**src/hdl/assert_macros.svh**
```systemverilog
// ---------------------------------------------------------------------------
// assertion macros
// shared concurrent assertion shorthands, sampled on clk, off in reset
// ---------------------------------------------------------------------------
`ifndef ASSERT_MACROS_SVH
`define ASSERT_MACROS_SVH

// condition holds at every edge out of reset
`define ASSERT_ALWAYS(label, cond, msg) \
  label: assert property (@(posedge clk) disable iff (!rst_n) (cond)) else $error(msg);

// consequent holds in the same cycle as the antecedent
`define ASSERT_IMPLY(label, pre, post, msg) \
  label: assert property (@(posedge clk) disable iff (!rst_n) (pre) |-> (post)) else $error(msg);

// consequent holds in the cycle after the antecedent
`define ASSERT_NEXT(label, pre, post, msg) \
  label: assert property (@(posedge clk) disable iff (!rst_n) (pre) |=> (post)) else $error(msg);

`endif

```
**src/hdl/mae_pkg.sv**
```systemverilog
`timescale 1ns / 1ps
// ---------------------------------------------------------------------------
// mae_pkg
// types, opcode constants and operation classes of the alu execute block
// ---------------------------------------------------------------------------
package mae_pkg;

  localparam int QUEUE_DEPTH = 2;
  localparam int OUT_DEPTH   = 2;

  // primary opcodes
  localparam logic [5:0] OPC_RTYPE = 6'h00;
  localparam logic [5:0] OPC_BLTZ  = 6'h01;
  localparam logic [5:0] OPC_J     = 6'h02;
  localparam logic [5:0] OPC_JAL   = 6'h03;
  localparam logic [5:0] OPC_BEQ   = 6'h04;
  localparam logic [5:0] OPC_BNE   = 6'h05;
  localparam logic [5:0] OPC_BLEZ  = 6'h06;
  localparam logic [5:0] OPC_BGTZ  = 6'h07;
  localparam logic [5:0] OPC_ADDI  = 6'h08;
  localparam logic [5:0] OPC_ADDIU = 6'h09;
  localparam logic [5:0] OPC_SLTI  = 6'h0A;
  localparam logic [5:0] OPC_ORI   = 6'h0D;
  localparam logic [5:0] OPC_XORI  = 6'h0E;
  localparam logic [5:0] OPC_LUI   = 6'h0F;
  localparam logic [5:0] OPC_LB    = 6'h20;
  localparam logic [5:0] OPC_LH    = 6'h21;
  localparam logic [5:0] OPC_LW    = 6'h23;
  localparam logic [5:0] OPC_SB    = 6'h28;
  localparam logic [5:0] OPC_SH    = 6'h29;
  localparam logic [5:0] OPC_SW    = 6'h2B;

  // function codes
  localparam logic [5:0] FN_SLL   = 6'h00;
  localparam logic [5:0] FN_SRL   = 6'h02;
  localparam logic [5:0] FN_SRA   = 6'h03;
  localparam logic [5:0] FN_JR    = 6'h08;
  localparam logic [5:0] FN_JALR  = 6'h09;
  localparam logic [5:0] FN_SYSC  = 6'h0C;
  localparam logic [5:0] FN_MFHI  = 6'h10;
  localparam logic [5:0] FN_MTHI  = 6'h11;
  localparam logic [5:0] FN_MFLO  = 6'h12;
  localparam logic [5:0] FN_MTLO  = 6'h13;
  localparam logic [5:0] FN_MULT  = 6'h18;
  localparam logic [5:0] FN_MULTU = 6'h19;
  localparam logic [5:0] FN_DIV   = 6'h1A;
  localparam logic [5:0] FN_DIVU  = 6'h1B;
  localparam logic [5:0] FN_ADD   = 6'h20;
  localparam logic [5:0] FN_ADDU  = 6'h21;
  localparam logic [5:0] FN_SUB   = 6'h22;
  localparam logic [5:0] FN_SUBU  = 6'h23;
  localparam logic [5:0] FN_AND   = 6'h24;
  localparam logic [5:0] FN_OR    = 6'h25;
  localparam logic [5:0] FN_XOR   = 6'h26;
  localparam logic [5:0] FN_NOR   = 6'h27;
  localparam logic [5:0] FN_SLT   = 6'h2A;

  // status codes
  localparam logic [1:0] ST_OK      = 2'd0;
  localparam logic [1:0] ST_IDLE    = 2'd1;
  localparam logic [1:0] ST_INVALID = 2'd2;
  localparam logic [1:0] ST_DIVZERO = 2'd3;

  typedef enum logic [3:0] {
    CLS_ADD, CLS_SUB, CLS_AND, CLS_OR, CLS_XOR, CLS_NOR, CLS_SLT,
    CLS_SLL, CLS_SRL, CLS_SRA, CLS_MUL, CLS_DIVS, CLS_DIVU, CLS_PASS, CLS_ZERO
  } op_cls_t;

  typedef struct packed {
    logic [5:0]  opcode;
    logic [5:0]  funct;
    logic [4:0]  shift_amount;
    logic [31:0] operand_a;
    logic [31:0] operand_b;
    logic [15:0] immediate;
  } in_t;

  typedef struct packed {
    logic [31:0] alu_result;
    logic [31:0] store_data;
    logic [1:0]  status;
  } out_t;

  typedef struct packed {
    op_cls_t     cls;
    logic [31:0] a;
    logic [31:0] b;
    logic [4:0]  sh;
    logic [31:0] sd;
    logic [1:0]  status;
  } dec_t;

endpackage

```
**src/hdl/mae_fifo.sv**
```systemverilog
`timescale 1ns / 1ps
// ---------------------------------------------------------------------------
// mae_fifo
// small register queue with count, used between decode and execute and
// on the result side
// ---------------------------------------------------------------------------
module mae_fifo #(
  parameter int DEPTH = 2,
  parameter int WIDTH = 8
) (
  input  logic             clk,
  input  logic             rst_n,
  input  logic             push,
  input  logic [WIDTH-1:0] wdata,
  output logic             full,
  input  logic             pop,
  output logic [WIDTH-1:0] rdata,
  output logic             empty
);
  localparam int PW = (DEPTH > 1) ? $clog2(DEPTH) : 1;
  localparam int CW = $clog2(DEPTH + 1);

  logic [WIDTH-1:0] mem_r [DEPTH];
  logic [PW-1:0]    wp_r, wp_nxt, rp_r, rp_nxt;
  logic [CW-1:0]    cnt_r, cnt_nxt;
  logic             do_push, do_pop;

  assign full    = (cnt_r == CW'(DEPTH));
  assign empty   = (cnt_r == '0);
  assign do_push = push & ~full;
  assign do_pop  = pop & ~empty;
  assign rdata   = mem_r[rp_r];

  always_comb begin
    wp_nxt  = wp_r;
    rp_nxt  = rp_r;
    cnt_nxt = cnt_r;
    if (do_push) begin
      wp_nxt = (wp_r == PW'(DEPTH - 1)) ? '0 : wp_r + 1'b1;
    end
    if (do_pop) begin
      rp_nxt = (rp_r == PW'(DEPTH - 1)) ? '0 : rp_r + 1'b1;
    end
    if (do_push && !do_pop) begin
      cnt_nxt = cnt_r + 1'b1;
    end else if (!do_push && do_pop) begin
      cnt_nxt = cnt_r - 1'b1;
    end
  end

  always_ff @(posedge clk) begin
    if (!rst_n) begin
      wp_r  <= '0;
      rp_r  <= '0;
      cnt_r <= '0;
    end else begin
      wp_r  <= wp_nxt;
      rp_r  <= rp_nxt;
      cnt_r <= cnt_nxt;
    end
  end

  always_ff @(posedge clk) begin
    if (do_push) begin
      mem_r[wp_r] <= wdata;
    end
  end

endmodule

```
**src/hdl/mae_front.sv**
```systemverilog
`timescale 1ns / 1ps
// ---------------------------------------------------------------------------
// mae_front
// instruction decode: classifies each beat, extends the immediate and
// settles status and store data ahead of execution
// ---------------------------------------------------------------------------
module mae_front (
  input  mae_pkg::in_t  in_data,
  output mae_pkg::dec_t dec
);
  import mae_pkg::*;

  logic [31:0] sext, zext;

  assign sext = {{16{in_data.immediate[15]}}, in_data.immediate};
  assign zext = {16'b0, in_data.immediate};

  always_comb begin
    dec.cls    = CLS_ZERO;
    dec.a      = in_data.operand_a;
    dec.b      = in_data.operand_b;
    dec.sh     = in_data.shift_amount;
    dec.sd     = '0;
    dec.status = ST_OK;
    if (in_data.opcode == OPC_RTYPE) begin
      unique case (in_data.funct)
        FN_ADD, FN_ADDU:   dec.cls = CLS_ADD;
        FN_SUB, FN_SUBU:   dec.cls = CLS_SUB;
        FN_AND:            dec.cls = CLS_AND;
        FN_OR:             dec.cls = CLS_OR;
        FN_XOR:            dec.cls = CLS_XOR;
        FN_NOR:            dec.cls = CLS_NOR;
        FN_SLT:            dec.cls = CLS_SLT;
        FN_SLL:            dec.cls = CLS_SLL;
        FN_SRL:            dec.cls = CLS_SRL;
        FN_SRA:            dec.cls = CLS_SRA;
        FN_MULT, FN_MULTU: dec.cls = CLS_MUL;
        FN_MTHI, FN_MTLO:  dec.cls = CLS_PASS;
        FN_DIV, FN_DIVU: begin
          if (in_data.operand_b == '0) begin
            dec.status = ST_DIVZERO;
          end else begin
            dec.cls = (in_data.funct == FN_DIV) ? CLS_DIVS : CLS_DIVU;
          end
        end
        FN_JR, FN_JALR, FN_SYSC, FN_MFHI, FN_MFLO: dec.status = ST_IDLE;
        default:           dec.status = ST_INVALID;
      endcase
    end else begin
      unique case (in_data.opcode)
        OPC_ADDI, OPC_ADDIU: begin
          dec.cls = CLS_ADD;
          dec.b   = sext;
        end
        OPC_ORI: begin
          dec.cls = CLS_OR;
          dec.b   = zext;
        end
        OPC_XORI: begin
          dec.cls = CLS_XOR;
          dec.b   = zext;
        end
        OPC_SLTI: begin
          dec.cls = CLS_SLT;
          dec.b   = sext;
        end
        OPC_LUI: begin
          dec.cls = CLS_PASS;
          dec.a   = {in_data.immediate, 16'b0};
        end
        OPC_LB, OPC_LH, OPC_LW, OPC_SB, OPC_SH, OPC_SW: begin
          dec.cls = CLS_ADD;
          dec.b   = sext;
          dec.sd  = in_data.operand_b;
        end
        OPC_BLTZ, OPC_J, OPC_JAL, OPC_BEQ, OPC_BNE, OPC_BLEZ, OPC_BGTZ:
          dec.status = ST_IDLE;
        default: dec.status = ST_INVALID;
      endcase
    end
  end

endmodule

```
**src/hdl/mae_back.sv**
```systemverilog
`timescale 1ns / 1ps
// ---------------------------------------------------------------------------
// mae_back
// execute: combinational alu, shifter and multiplier, plus a radix-2
// restoring divider that holds issue while it iterates
// ---------------------------------------------------------------------------
module mae_back (
  input  logic          clk,
  input  logic          rst_n,
  input  mae_pkg::dec_t q_data,
  input  logic          q_empty,
  output logic          q_pop,
  output logic          o_push,
  output mae_pkg::out_t o_data,
  input  logic          o_room
);
  import mae_pkg::*;
  `include "assert_macros.svh"

  typedef enum logic [2:0] {
    DV_IDLE = 3'b001,
    DV_RUN  = 3'b010,
    DV_DONE = 3'b100
  } dv_state_t;

  dv_state_t   st_r, st_nxt;
  logic [31:0] rem_r, rem_nxt, quo_r, quo_nxt, dvs_r, dvs_nxt;
  logic [4:0]  cnt_r, cnt_nxt;
  logic        neg_r, neg_nxt;
  logic [32:0] rem_sh, diff;
  logic [31:0] res, mag_a, mag_b, quo_step;
  logic        is_div;

  assign is_div = (q_data.cls == CLS_DIVS) || (q_data.cls == CLS_DIVU);
  assign q_pop  = !q_empty && (st_r == DV_IDLE) && o_room;

  always_comb begin
    case (q_data.cls)
      CLS_ADD:  res = q_data.a + q_data.b;
      CLS_SUB:  res = q_data.a - q_data.b;
      CLS_AND:  res = q_data.a & q_data.b;
      CLS_OR:   res = q_data.a | q_data.b;
      CLS_XOR:  res = q_data.a ^ q_data.b;
      CLS_NOR:  res = ~(q_data.a | q_data.b);
      CLS_SLT:  res = {31'b0, $signed(q_data.a) < $signed(q_data.b)};
      CLS_SLL:  res = q_data.b << q_data.sh;
      CLS_SRL:  res = q_data.b >> q_data.sh;
      CLS_SRA:  res = $unsigned($signed(q_data.b) >>> q_data.sh);
      CLS_MUL:  res = q_data.a * q_data.b;
      CLS_PASS: res = q_data.a;
      default:  res = '0;
    endcase
  end

  assign mag_a    = (q_data.cls == CLS_DIVS && q_data.a[31]) ? -q_data.a : q_data.a;
  assign mag_b    = (q_data.cls == CLS_DIVS && q_data.b[31]) ? -q_data.b : q_data.b;
  assign rem_sh   = {rem_r, quo_r[31]};
  assign diff     = rem_sh - {1'b0, dvs_r};
  assign quo_step = {quo_r[30:0], ~diff[32]};

  always_comb begin
    st_nxt  = st_r;
    rem_nxt = rem_r;
    quo_nxt = quo_r;
    dvs_nxt = dvs_r;
    cnt_nxt = cnt_r;
    neg_nxt = neg_r;
    unique case (st_r)
      DV_IDLE: begin
        if (q_pop && is_div) begin
          st_nxt  = DV_RUN;
          rem_nxt = '0;
          quo_nxt = mag_a;
          dvs_nxt = mag_b;
          cnt_nxt = '0;
          neg_nxt = (q_data.cls == CLS_DIVS) && (q_data.a[31] ^ q_data.b[31]);
        end
      end
      DV_RUN: begin
        rem_nxt = diff[32] ? rem_sh[31:0] : diff[31:0];
        quo_nxt = quo_step;
        cnt_nxt = cnt_r + 1'b1;
        if (cnt_r == 5'd31) begin
          st_nxt  = DV_DONE;
          quo_nxt = neg_r ? -quo_step : quo_step;
        end
      end
      DV_DONE: begin
        if (o_room) begin
          st_nxt = DV_IDLE;
        end
      end
      default: st_nxt = DV_IDLE;
    endcase
  end

  always_ff @(posedge clk) begin
    if (!rst_n) begin
      st_r <= DV_IDLE;
    end else begin
      st_r <= st_nxt;
    end
  end

  always_ff @(posedge clk) begin
    rem_r <= rem_nxt;
    quo_r <= quo_nxt;
    dvs_r <= dvs_nxt;
    cnt_r <= cnt_nxt;
    neg_r <= neg_nxt;
  end

  always_comb begin
    if (st_r == DV_DONE) begin
      o_push = o_room;
      o_data = '{alu_result: quo_r, store_data: '0, status: ST_OK};
    end else begin
      o_push = q_pop && !is_div;
      o_data = '{alu_result: res, store_data: q_data.sd, status: q_data.status};
    end
  end

  `ASSERT_IMPLY(a_no_issue_busy, st_r != DV_IDLE, !q_pop, "issue while divider busy")
  `ASSERT_NEXT(a_div_finish, st_r == DV_RUN && cnt_r == 5'd31, st_r == DV_DONE, "divider overran")
  `ASSERT_IMPLY(a_push_room, o_push, o_room, "result beat pushed without room")

endmodule

```
**src/hdl/mips_alu_execute.sv**
```systemverilog
`timescale 1ns / 1ps
// ---------------------------------------------------------------------------
// mips_alu_execute
// mips32 execute stage alu: decode, issue queue, execute, result queue
// ---------------------------------------------------------------------------
// One beat in gives one result beat out, in order. Every instruction except
// div and divu with a nonzero divisor passes straight through the execute
// unit, so a steady stream runs at one beat per cycle while the result queue
// has room. An accepted beat waits in the issue queue, and its result in the
// result queue, before it can be popped. div and divu with a nonzero divisor
// go through a one-bit-per-cycle restoring divider. Each one holds the
// execute unit through issue, 32 iterations and the result push, and the
// decode queue backs up meanwhile. Both queues are QUEUE_DEPTH / OUT_DEPTH
// entries deep.
module mips_alu_execute #(
  parameter int QUEUE_DEPTH = mae_pkg::QUEUE_DEPTH,
  parameter int OUT_DEPTH   = mae_pkg::OUT_DEPTH
) (
  input  logic          clk,
  input  logic          rst_n,
  input  logic          in_push,
  input  mae_pkg::in_t  in_data,
  output logic          in_full,
  output logic          out_empty,
  input  logic          out_pop,
  output mae_pkg::out_t out_data
);
  import mae_pkg::*;

  dec_t dec, q_data;
  out_t o_data;
  logic q_empty, q_pop, o_push, o_full, o_room;

  mae_front u_front (
    .in_data (in_data),
    .dec     (dec)
  );

  mae_fifo #(.DEPTH(QUEUE_DEPTH), .WIDTH($bits(dec_t))) u_issue_q (
    .clk   (clk),
    .rst_n (rst_n),
    .push  (in_push),
    .wdata (dec),
    .full  (in_full),
    .pop   (q_pop),
    .rdata (q_data),
    .empty (q_empty)
  );

  mae_back u_back (
    .clk     (clk),
    .rst_n   (rst_n),
    .q_data  (q_data),
    .q_empty (q_empty),
    .q_pop   (q_pop),
    .o_push  (o_push),
    .o_data  (o_data),
    .o_room  (o_room)
  );

  assign o_room = !o_full;

  mae_fifo #(.DEPTH(OUT_DEPTH), .WIDTH($bits(out_t))) u_result_q (
    .clk   (clk),
    .rst_n (rst_n),
    .push  (o_push),
    .wdata (o_data),
    .full  (o_full),
    .pop   (out_pop),
    .rdata (out_data),
    .empty (out_empty)
  );

endmodule
```
**config.mk**
```make
export PLATFORM = sky130hd
export DESIGN_NAME = mips_alu_execute
export DESIGN_NICKNAME = d
export VERILOG_FILES = /design/src/hdl/mae_pkg.sv /design/src/hdl/mae_fifo.sv /design/src/hdl/mae_front.sv /design/src/hdl/mae_back.sv /design/src/hdl/mips_alu_execute.sv
export VERILOG_INCLUDE_DIRS = /design/src /design/src/hdl
export SDC_FILE = /design/constraint.sdc
export NUM_CORES = 2
export LEC_CHECK = 0
export BUFFER_PORTS_ARGS = -buffer_cell sky130_fd_sc_hd__buf_2
export CAP_MARGIN = 5
export CORE_UTILIZATION = 55
export DETAILED_ROUTE_END_ITERATION = 10
export PLACE_DENSITY_LB_ADDON = 0.1
export REMOVE_ABC_BUFFERS = 1
export SYNTH_ARGS = -nofsm -noshare
export SYNTH_HDL_FRONTEND = slang
export SYNTH_HIERARCHICAL = 1
export SYNTH_SLANG_ARGS = --single-unit
```
**constraint.sdc**
```tcl
create_clock -name clk -period 23.5 [get_ports clk]
set_clock_uncertainty 0.15 [all_clocks]
set_input_delay 2.35 -clock clk [delete_from_list [all_inputs] [get_ports clk]]
set_output_delay 2.35 -clock clk [all_outputs]
set_load 0.05 [all_outputs]
```
After elaboration in Yosys (flattened, before gate mapping):

Memories as Yosys holds them, arrays and structs flattened. A register that Yosys moved wholly into a read port is not among the register bits.
Index checks and enable logic that the tools add are counted.

* logic and storage cells: 203
* RAM bits: 346
* register bits: 113
* input port bits: 101
* memories: 2

Memory list
* u_issue_q.mem_r: words 2, width 107, rd ports 1, clocked after memory_dff 1, write ports 1, line mae_fifo.sv:23 `logic [WIDTH-1:0] mem_r [DEPTH];`
* u_result_q.mem_r: words 2, width 66, rd ports 1, clocked after memory_dff 1, write ports 1, line mae_fifo.sv:23

* magnitude comparators: 1
* multipliers: 1
* reduce and logical (&&, ||, !) cells: 44
* muxes and demuxes: 48
* bitwise gates (word level): 14
* $add $sub $neg: 15
* shift-type cells: 3
* equality and inequality tests: 63

Operators with widths (count)
* $pmux 32 s12: 1
* $mux 32: 10
* $pmux 32 s2: 3
* $neg 32->32: 3
* $eq 6x6->1 const B: 15
* $mux 66: 1
* $mux 64: 1
* $eq 6x4->1 const B: 9
* $pmux 4 s13: 1
* $eq 6x5->1 const B: 8
* $sub 33x32->33: 1
* $add 32x32->32: 1
* $and 32x32->32: 1
* $logic_not 32->1: 1
* $lt 32x32->1: 1
* $mul 32x32->32: 1
* $not 32->32: 1
* $or 32x32->32: 1
* $shl 32x5->32: 1
* $shr 32x5->32: 1
* $sshr 32x5->32: 1
* $sub 32x32->32: 1
* $xor 32x32->32: 1
* $eq 4x4->1 const B: 6
* other kinds (47): 118

Depth between registers and ports, before layout:

* depth in word-level cells: 11
* mapped depth: 33

By module:

Netlist, hierarchy kept.

By module, submodules not included
* mae_back: sequential area each 3123.0 um^2, area an instance 32205.9 um^2, times used 1, cells each 4034
* mae_fifo (u_issue_q): sequential area each 6526.3 um^2, area an instance 8069.0 um^2, times used 1, cells each 358
* mae_fifo (u_result_q): sequential area each 4063.9 um^2, area an instance 5003.5 um^2, times used 1, cells each 230
* mae_front: sequential area each 0.0 um^2, area an instance 1580.3 um^2, times used 1, cells each 221
* mips_alu_execute: sequential area each 0.0 um^2, area an instance 3.8 um^2, times used 1, cells each 1

Worst setup path after synthesis:

OpenSTA, ideal clock, no wires.

* kind: reg-to-reg
* start: register with a tool-made name
* end: memory u_result_q/mem_r[0][63] (netlist name) (data pin)
* arrival: 7.627 ns
* data required time: 23.085 ns
* library setup time: 0.265 ns
* setup slack: 15.458 ns
* buffers on the path: 4
* cell stages (with the launch flop): 28
* cell sequence: dfxtp_1 -> buf_6 -> buf_2 -> mux2_2 -> clkbuf_1 -> clkinv_1 -> clkbuf_1 -> nor2_1 -> fa_1 -> inv_1 -> fa_1 -> fa_1 -> fa_1 -> inv_1 -> fa_1 -> ha_1 -> fa_1 -> fa_1 -> ha_1 -> a2111oi_0 -> nor2_1 -> a32oi_1 -> o31a_1 -> o21ai_0 -> xor2_1 -> nand2_1 -> nand4_1 -> a221o_1

RTL lines (line)
* to (decl): mae_fifo.sv:23

==> flow_summary.ini <==
[clocking]
cts.sinks = 461
root_buffer = clkbuf_16
cts_resized = 0
cts_tree = done
numCtsBuffers = 51
htree_levels = 2
clock_path_buffers = 3
insertion_delay_ns = 0.64
ctsHoldBuffers = 0
postCtsSetupBuffers = 0
clk_pin_slew_ns = 0.07

[routing]
drtAntennaViolNets = 0
vias_per_cell = 6.600
wl_met3_um = 23470
wl_per_cell_um = 30.60
top_layer_used = met5
drt_iter0_drc = 5468
wl_met2_um = 76320
firstDrtPassIters = 10
wl_um = 183800
wl_met1_um = 71460
drcViolationCount = 0
vias = 39650

[hold_path]
hold_path_depth = 2
min_to = u_issue_q/cnt_r[1]$_SDFFE_PN0P_
hold_class = flip-flop to flip-flop
worstHoldStart = u_issue_q/cnt_r[1]$_SDFFE_PN0P_

[place]
numPortBuffers = 168
dp_hpwl_um = 133200
pre_cts_ws_ns = 13.84
dp.cells = 5910
place.gp.congestion = 1.094

[timing]
setup_slack_ns = 13.64
setup_tns_ns = 0
max_freq_mhz = 101.4
final_max_slew_viol_count = 0
hold_violations = 0
fin_crit_ns = 9.858
relSlewSlack_pct = 12.90
setup_viol = 0
fin_crit_sh_pct = 41.95
rsz0062_at_grt = false
worst_pin_slew_ns = 1.299

[run_status]
outcome = finished, final reports clean

[logic_synthesis]
synth_top_family_by_area = adder cells
synth_mux_area_share_pct = 9.014
yosysTopAreaCellShare_pct = 28.71
yosysTopAreaCell = edfxtp_1
ys_seq_elements = 461
synthXorXnorAreaFrac_pct = 4.056
synthAdderAreaFrac_pct = 24.45
synth_compound_area_share_pct = 12.51
yosysUniqueCellTypes = 94
synthSimpleGateAreaFrac_pct = 13.52
synth-seq-area-share_pct = 29.26
synth_top_flop_cell = edfxtp_1
avgSynthCellArea_um2 = 9.674
ys_warn_count = 6
async_reset_ff_share_pct = 0
synthCells = 4844
synth_enable_flop_cells = 448
synthesis.area_um2 = 46860
synth_area_leaders = edfxtp_1, fa_1, ha_1, nor2_1, inv_1

[global_routing]
grt_max_degree = 78
grt_pass1_vias = 38320
grt.total_usage_pct = 42.45
grt_antenna_before_repair = 11
grt_pass1_wl_um = 263300
overflow = 0

[worst_setup_path]
cp-start-kind = flip-flop
cpMostUsedCell = fa_1
cpLargestDelayFamily = adder cells
crit_chain = mux2_4, clkinv_1, nor2_1, fa_1, fa_1, fa_1, inv_1, fa_1, inv_1, fa_1, ha_1, fa_1, fa_1, ha_1, a2111oi_0, nor2_1, a32oi_1, o31a_1, o21ai_0, xnor2_1, o22ai_1, nor3_1, o21ai_0
reg2regPathDepth = 23
r2r_end = u_result_q/mem_r[0][61]$_DFFE_PP_
crit_arrival_ns = 10.02
max_stage_delay_ns = 0.98
crit_fanout = 35
required_ns = 23.66
slowest_stage = clkinv_1
critical_path_class = flip-flop to flip-flop
crit_path_end_kind = flip-flop
path_buf_inv = 3
r2r_setup_slack_ns = 13.64

[floorplan]
initial_core_util_pct = 55.82
num_rows = 106
io_pins = 169
core_area_um2 = 83950
die_w_um = 293.9
die_y_um = 293.9
die-area_um2 = 86380

[layout]
layout_commonest_cell = nor2_1
final_cell_count_no_fill = 6007
area_growth_pct = 7.046
final_nets = 5599
layout_common_cells = nor2_1, inv_1, nand2_1
layout-drive-gt1-share_pct = 12.57
fillers = 7287

[run]
maxCapViolations = 0
[stage by stage]
stage                     util, %  cell area (um2)  hold slack (ns)
after floorplan                 -            45570           0.3333
after global placement      57.78            48500           0.3555
after detailed placement    57.78            48500           0.3703
after CTS                   59.74            50160           0.3835
after global routing        59.75            50160           0.4210
final                       59.75            50160           0.3863
[registers in the layout, indices dropped and copies added, names as in the netlist, 2 cells and up, named ones only]
name and cells:
u_issue_q/mem_r 214, u_result_q/mem_r 132, u_back/dvs_r 32, u_back/quo_r 32
u_back/rem_r 32, u_back/cnt_r 5, u_back/st_r 3, u_issue_q/cnt_r 2
u_result_q/cnt_r 2
[layout make-up]
cell class / count / area [um2] / share of cell area [%]
sequential: 461 / 13720 / 27.35
clock buffer: 59 / 1349 / 2.689
tap: 1134 / 1419 / 2.828
clock inverter: 35 / 304.0 / 0.6061
timing repair buffer: 240 / 1381 / 2.754
multi-input combinational: 3521 / 29900 / 59.61
antenna: 3 / 7.507 / 0.01497
inverter: 554 / 2082 / 4.150
[cells in the mapped netlist (15+ instances only)]
cell,count
a31oi_1,43
buf_2,18
or3_1,20
a221oi_1,28
o211ai_1,32
a211oi_1,31
nor3_1,63
nor2_1,561
nand4_1,29
o21bai_1,16
o21ai_0,195
clkbuf_1,220
ha_1,258
o22ai_1,20
o21a_1,19
clkinv_1,15
inv_1,526
mux4_2,51
xor2_1,54
o31ai_1,35
nand2_1,469
mux2i_1,50
edfxtp_1,448
buf_1,52
mux2_1,40
and3_1,16
mux2_2,130
nor4_1,23
and2_1,56
nand3_1,52
a21oi_1,233
mux2_4,44
fa_1,411
a21o_1,41
a22o_1,17
nand2b_1,32
nor2b_1,67
xnor2_1,163
a222oi_1,22
[layer usage]
layer | global-route usage (%) | vias to the layer above
met5 | 0 | -
met3 | 11.87 | 644
li1 | - | 16620
met2 | 61.18 | 2750
met4 | 23.77 | 6
met1 | 57.56 | 19630
[kinds of logic after synthesis]
| kind of cell | Yosys count |
|---|---|
| AOI/OAI and AO/OA | 888 |
| DFF | 461 |
| adders and majority gates | 669 |
| xor gates and xnor gates | 217 |
| and+or+nand+nor | 1432 |
| muxes | 315 |
| buffers and inverters | 862 |
[worst register-to-register path: cells and delay by family, from the launching register on]
kind / cells / cell delay (ns)
flops: 1 / 0.73
compound gates: 6 / 1.84
buf+inv: 3 / 1.10
xor+xnor: 1 / 0.43
mux: 1 / 0.54
simple gates: 3 / 0.75
fa+ha+maj: 9 / 4.01
[worst max-delay path by stage]
stage                   start                           endpoint  slack (ns)  cells after the start
detailed placement  flip-flop  u_result_q/mem_r[0][61]$_DFFE_PP_       13.84                     25
global placement    flip-flop  u_result_q/mem_r[0][62]$_DFFE_PP_       14.06                     27
finish              flip-flop  u_result_q/mem_r[0][61]$_DFFE_PP_       13.64                     23
CTS                 flip-flop  u_result_q/mem_r[0][61]$_DFFE_PP_       13.86                     25
global route        flip-flop  u_result_q/mem_r[1][61]$_DFFE_PP_       13.38                     24
floorplan           flip-flop  u_result_q/mem_r[0][63]$_DFFE_PP_       12.84                     23
Power is not shown: default switching activity piles up to over one toggle a cycle in this logic, so the estimate is an artifact.
